`src/design/csps_pkg.sv`:
```
package csps_pkg;

  localparam int unsigned MAX_DIM        = 4096;
  localparam int unsigned DIST_FRAC_BITS = 8;

  localparam int unsigned CW   = 12;                        // coordinate width
  localparam int unsigned FW_W = 13;                        // frame size register width
  localparam int unsigned SQW  = 2 * CW;                    // squared coordinate width
  localparam int unsigned D2W  = SQW + 1;                   // dx^2 + dy^2
  localparam int unsigned RW   = D2W + 2 * DIST_FRAC_BITS;  // scaled radicand
  localparam int unsigned RB   = (RW + 1) / 2;              // root bits
  localparam int unsigned SVW  = 2 * RB;
  localparam int unsigned LW   = CW + DIST_FRAC_BITS;       // radius limit width
  localparam int unsigned QB   = 8;                         // alpha quotient bits
  localparam int unsigned NW   = LW + QB;                   // gradient numerator width

  localparam int unsigned MODE_OVR  = 0;
  localparam int unsigned MODE_GRAD = 1;
  localparam int unsigned MODE_INV  = 2;

  typedef enum logic [1:0] {
    KIND_RECT    = 2'd0,
    KIND_ELLIPSE = 2'd1,
    KIND_CIRCLE  = 2'd2,
    KIND_SQUARE  = 2'd3
  } kind_e;

  typedef enum logic [1:0] {
    ST_OK     = 2'd0,
    ST_BOUNDS = 2'd1,
    ST_MARGIN = 2'd2
  } status_e;

  typedef enum logic [2:0] {
    REG_FRAME_WIDTH  = 3'd0,
    REG_FRAME_HEIGHT = 3'd1,
    REG_SHAPE_KIND   = 3'd2,
    REG_SHAPE_MARGIN = 3'd3,
    REG_BACKGROUND   = 3'd4,
    REG_MODE_FLAGS   = 3'd5,
    REG_OVR_ALPHA    = 3'd6
  } reg_idx_e;

  typedef struct packed {
    logic [FW_W-1:0] frame_width;
    logic [FW_W-1:0] frame_height;
    kind_e           shape_kind;
    logic [10:0]     shape_margin;
    logic [31:0]     background_argb;
    logic [2:0]      mode_flags;
    logic [7:0]      override_alpha;
  } cfg_t;

  typedef struct packed {
    status_e            status;
    logic [31:0]        argb;
    logic [CW-1:0]      x1;
    logic [CW-1:0]      y1;
    logic [CW-1:0]      x2;
    logic [CW-1:0]      y2;
    logic [CW-1:0]      col;
    logic [CW-1:0]      row;
    logic [CW:0]        w;
    logic [CW:0]        h;
    logic signed [14:0] xs;
    logic signed [14:0] ys;
    kind_e              kind;
    logic signed [14:0] dx;
    logic signed [14:0] dy;
    logic [CW-1:0]      rad;
    logic [CW-1:0]      rx;
    logic [CW-1:0]      ry;
    logic               sq_in;
    logic [SQW-1:0]     dx2;
    logic [SQW-1:0]     dy2;
    logic [SQW-1:0]     rad2;
    logic [SQW-1:0]     rx2;
    logic [SQW-1:0]     ry2;
    logic [2*SQW-1:0]   ex;
    logic [2*SQW-1:0]   ey;
    logic [2*SQW-1:0]   exy;
    logic [D2W-1:0]     d2;
    logic               cin;
    logic               draw;
    logic               use_grad;
    logic [7:0]         alpha;
    logic [SVW-1:0]     sv;
    logic [RB+1:0]      srem;
    logic [RB-1:0]      sroot;
    logic [LW-1:0]      lim;
    logic               g_full;
    logic               g_zero;
    logic [NW-1:0]      drem;
    logic [QB-1:0]      quo;
    logic [7:0]         o_alpha;
    logic [7:0]         o_red;
    logic [7:0]         o_green;
    logic [7:0]         o_blue;
  } pix_t;

endpackage

```
`src/design/csps_front.sv`:
```
module csps_front import csps_pkg::*; (
  input  cfg_t          cfg_i,
  input  logic [CW-1:0] cell_left_i,
  input  logic [CW-1:0] cell_top_i,
  input  logic [CW-1:0] cell_right_i,
  input  logic [CW-1:0] cell_bottom_i,
  input  logic [31:0]   cell_argb_i,
  input  logic [CW-1:0] pixel_column_i,
  input  logic [CW-1:0] pixel_row_i,
  output pix_t          pix_o
);

  logic [FW_W-1:0] fw, fh;
  logic            bad;
  logic [CW:0]     w, h;
  logic [14:0]     two_m;
  logic signed [14:0] xs, ys;

  always_comb begin
    fw = (cfg_i.frame_width > FW_W'(MAX_DIM)) ? FW_W'(MAX_DIM) : cfg_i.frame_width;
    fh = (cfg_i.frame_height > FW_W'(MAX_DIM)) ? FW_W'(MAX_DIM) : cfg_i.frame_height;
    bad = ({1'b0, cell_right_i} >= fw) || ({1'b0, cell_bottom_i} >= fh) ||
          (cell_left_i >= cell_right_i) || (cell_top_i >= cell_bottom_i) ||
          (pixel_column_i < cell_left_i) || (pixel_column_i > cell_right_i) ||
          (pixel_row_i < cell_top_i) || (pixel_row_i > cell_bottom_i);
    w = {1'b0, cell_right_i} - {1'b0, cell_left_i} + (CW+1)'(1);
    h = {1'b0, cell_bottom_i} - {1'b0, cell_top_i} + (CW+1)'(1);
    two_m = {3'b0, cfg_i.shape_margin, 1'b0};
    xs = signed'({2'b0, w}) - signed'(two_m);
    ys = signed'({2'b0, h}) - signed'(two_m);

    pix_o = '0;
    pix_o.argb = cell_argb_i;
    pix_o.x1   = cell_left_i;
    pix_o.y1   = cell_top_i;
    pix_o.x2   = cell_right_i;
    pix_o.y2   = cell_bottom_i;
    pix_o.col  = pixel_column_i;
    pix_o.row  = pixel_row_i;
    pix_o.w    = w;
    pix_o.h    = h;
    pix_o.xs   = xs;
    pix_o.ys   = ys;
    if (bad) begin
      pix_o.status = ST_BOUNDS;
    end else if (xs < 15'sd1 || ys < 15'sd1) begin
      pix_o.status = ST_MARGIN;
    end else begin
      pix_o.status = ST_OK;
    end
  end

endmodule

```
`config.mk`:
```
export PLATFORM = sky130hd
export DESIGN_NAME = csps_front
export DESIGN_NICKNAME = d
export VERILOG_FILES = /design/src/design/csps_pkg.sv /design/src/design/csps_front.sv
export SDC_FILE = /design/constraint.sdc
export NUM_CORES = 1
export LEC_CHECK = 0
export ABC_AREA = 1
export BUFFER_PORTS_ARGS = -buffer_cell sky130_fd_sc_hd__buf_2
export CORE_AREA = 2 2 346 348
export DETAILED_ROUTE_END_ITERATION = 10
export DIE_AREA = 0 0 348 350
export GPL_TIMING_DRIVEN = 1
export PLACE_DENSITY = 0.3
export SETUP_SLACK_MARGIN = 0.15
export SYNTH_ARGS = -nofsm -noshare
export SYNTH_HDL_FRONTEND = slang
export SYNTH_SLANG_ARGS = --single-unit
```
`constraint.sdc`:
```
create_clock -name vclk -period 8.86
set_clock_uncertainty 0.05 [all_clocks]
set_input_delay 0 -clock vclk [all_inputs]
set_output_delay 0 -clock vclk [all_outputs]
set_load 0.1 [all_outputs]
```
==> summary.txt <==
status = complete, no violations
fill count = 13,900
post-cts sizing count = 0
sequential cells = 0
vias = 7,614
grt total ovfl = 0
setup tns final = 0 ns
met1 Resource Use GR = 8.96%
post-route ant nets = 0
Slew Limit Fails = 0
initial DRC count = 154
cell area after synthesis = 10,200 µm²
GRT Total Usage = 6.17%
worst slew pin tran = 1.10 ns
Startpoint Class = primary input
met3 Use GR = 0.462%
DP HPWL = 39.5 mm
Multi-input gate area = 6690 µm²
# setup viols final = 0
largest net degree at the start of global routing = 12
first-pass GRT wire length = 52.7 mm
Mapped Cells = 1,513
register area = 0 µm²
final hold violations = 0
Routed WL = 41.3 mm
I/O pins = 893
unrepaired setup endpoints after global routing = false
layout cells sized above 1 = 16.2%
vias in the first global route = 6,726
DR vias/cell = 2.37
die area = 122,000 µm²
synth warn = 0
antenna violations before repair = 7
GR peak layer = met2
Residual DRC = 0
M2 GR Usage = 10.4%
Initial Util = 8.67%
CP endpoint = pix_o[706]
Row Count = 126
Critical Path Start = cell_bottom_i[1]
clock buf count = 0
Routability Congestion = 0.710
Crit Path Class = primary input to output port
Hold WC Path Type = primary input to output port
DIE HEIGHT = 350 µm
min Tclk post-route = 4.89 ns
Core ar. = 118,000 µm²
detailed-router iteration count before antenna repair = 4
maxcap violations = 0
Synth Area per Inst = 6.75 µm²
fin crit share = 55.2%
die width = 348 µm
max frequency = 205 MHz
Net count, final = 2,027
Yosys cell types = 41
post-synthesis sequential area ratio = 0%
required time worst endpoint = 8.81 ns
Max FO, Critical Path = 4
CP endpoint kind = output port
Layout area overhead = 5.65%
DR WL/cell = 12.8 µm
worst rel slew slack = 26.6%
critical path arrival = 4.84 ns
Port-buffer cells = 239
==> routing by layer <==
layer  share of wire (%)  wire (µm)
met5               0.031         13
met4                0.17         71
met3                 4.1       1710
met2                  47      19600
met1                  48      19900
==> through the flow <==
| step | hold slack (ns) | utilization [%] | std cells | setup WS (ns) | area, µm² |
|---|---|---|---|---|---|
| after detailed placement | -0.0493 | 8.88 | 3177 | 3.75 | 10500 |
| final | 0.343 | 9.16 | 3212 | 3.97 | 10800 |
| after global routing | 0.348 | 9.15 | 3209 | 3.35 | 10800 |
| after floorplan | 0.162 | - | 2057 | 2.68 | 12200 |
| after CTS | 0.344 | 9.15 | 3209 | 3.73 | 10800 |
| after global placement | -0.0493 | 8.88 | 3177 | 3.76 | 10500 |
==> worst min-delay path by stage <==
| stage | from | end | slack, ns | cells past startpoint |
|---|---|---|---|---|
| final | pixel_column_i[0] | pix_o[613] | 0.34 | 2 |
| after global routing | pixel_column_i[0] | pix_o[613] | 0.35 | 2 |
| after CTS | pixel_column_i[0] | pix_o[613] | 0.34 | 2 |
| after detailed placement | cell_argb_i[15] | pix_o[688] | -0.05 | 0 |
| after global placement | cell_argb_i[15] | pix_o[688] | -0.05 | 0 |
| after floorplan | pixel_row_i[0] | pix_o[601] | 0.16 | 1 |
==> synthesized netlist by cell type (all sizes together) (3+ instances only) <==
master / instances / area [µm²]
xnor2: 8 / 70.1
and3: 3 / 18.8
o211ai: 3 / 22.5
nand2: 224 / 863
nor3: 8 / 51.3
o21bai: 7 / 56.3
nand3: 57 / 305
nand4: 12 / 81.3
a21oi: 65 / 337
nor4: 8 / 50.1
a21boi: 4 / 30.0
o21ai: 23 / 119
a21o: 3 / 22.5
inv: 172 / 646
ha: 160 / 2000
nor2: 67 / 267
fa: 6 / 120
xor2: 14 / 138
buf: 655 / 4910
nand3b: 3 / 22.5
==> cell type report <==
class,instances,share of cell area (%)
timing repair buffer,272,14.1
inverter,172,5.99
multi-input combinational,1229,62.0
antenna,3,0.0696
tap,1536,17.8
==> layout by cell type, fill, tap and decap left out, drive strengths merged <==
cell,n
dlygate4sd3,32
nor2,67
and3,3
or2,1
a21o,3
o31ai,2
o21bai,7
fa,6
nand2,224
and2,2
nand3b,3
xor2,14
o211ai,3
nand4,12
nand3,57
conb,545
xnor2,8
inv,172
a31oi,2
buf,240
a31o,2
nor3,8
a21boi,4
o21ai,23
a21oi,65
nor4,8
diode,3
ha,160
==> critical path, cell delays in order <==
cell and delay [ns]:
buf_2 0.19, inv_1 0.12, ha_1 0.31, inv_1 0.06, ha_1 0.17, inv_1 0.06, fa_1 0.42, nor4_1 0.29
nor2_1 0.14, o21ai_2 0.17, nand2_1 0.07, a21boi_1 0.17, nor2_1 0.06, nand2_1 0.06, nand2_1 0.25, ha_1 0.50
nand2_1 0.11, nor2_1 0.15, nand3_1 0.09, nand3_1 0.25, nand3_1 0.11, nand2_1 0.23, nand3_2 0.18, nand3_1 0.12
nand2_1 0.05, inv_1 0.06, buf_2 0.41
==> cell families (layout without fill, tap and decap cells) <==
kind of cell / count (synthesis) / count (layout) / synth area share [%]
simple gates: 385 / 385 / 16.4
buf+inv: 828 / 444 / 54.5
fa+ha+maj: 166 / 166 / 20.8
compound gates: 111 / 111 / 6.19
xor+xnor: 22 / 22 / 2.03
other cells: 1 / 548 / 0.0367
==> repair_timing <==
item / 4_1_cts / 5_1_grt
hold buffers: 32 / 0
endpoints found under the hold margin: 32 / 0
setup buffers: 0 / 0
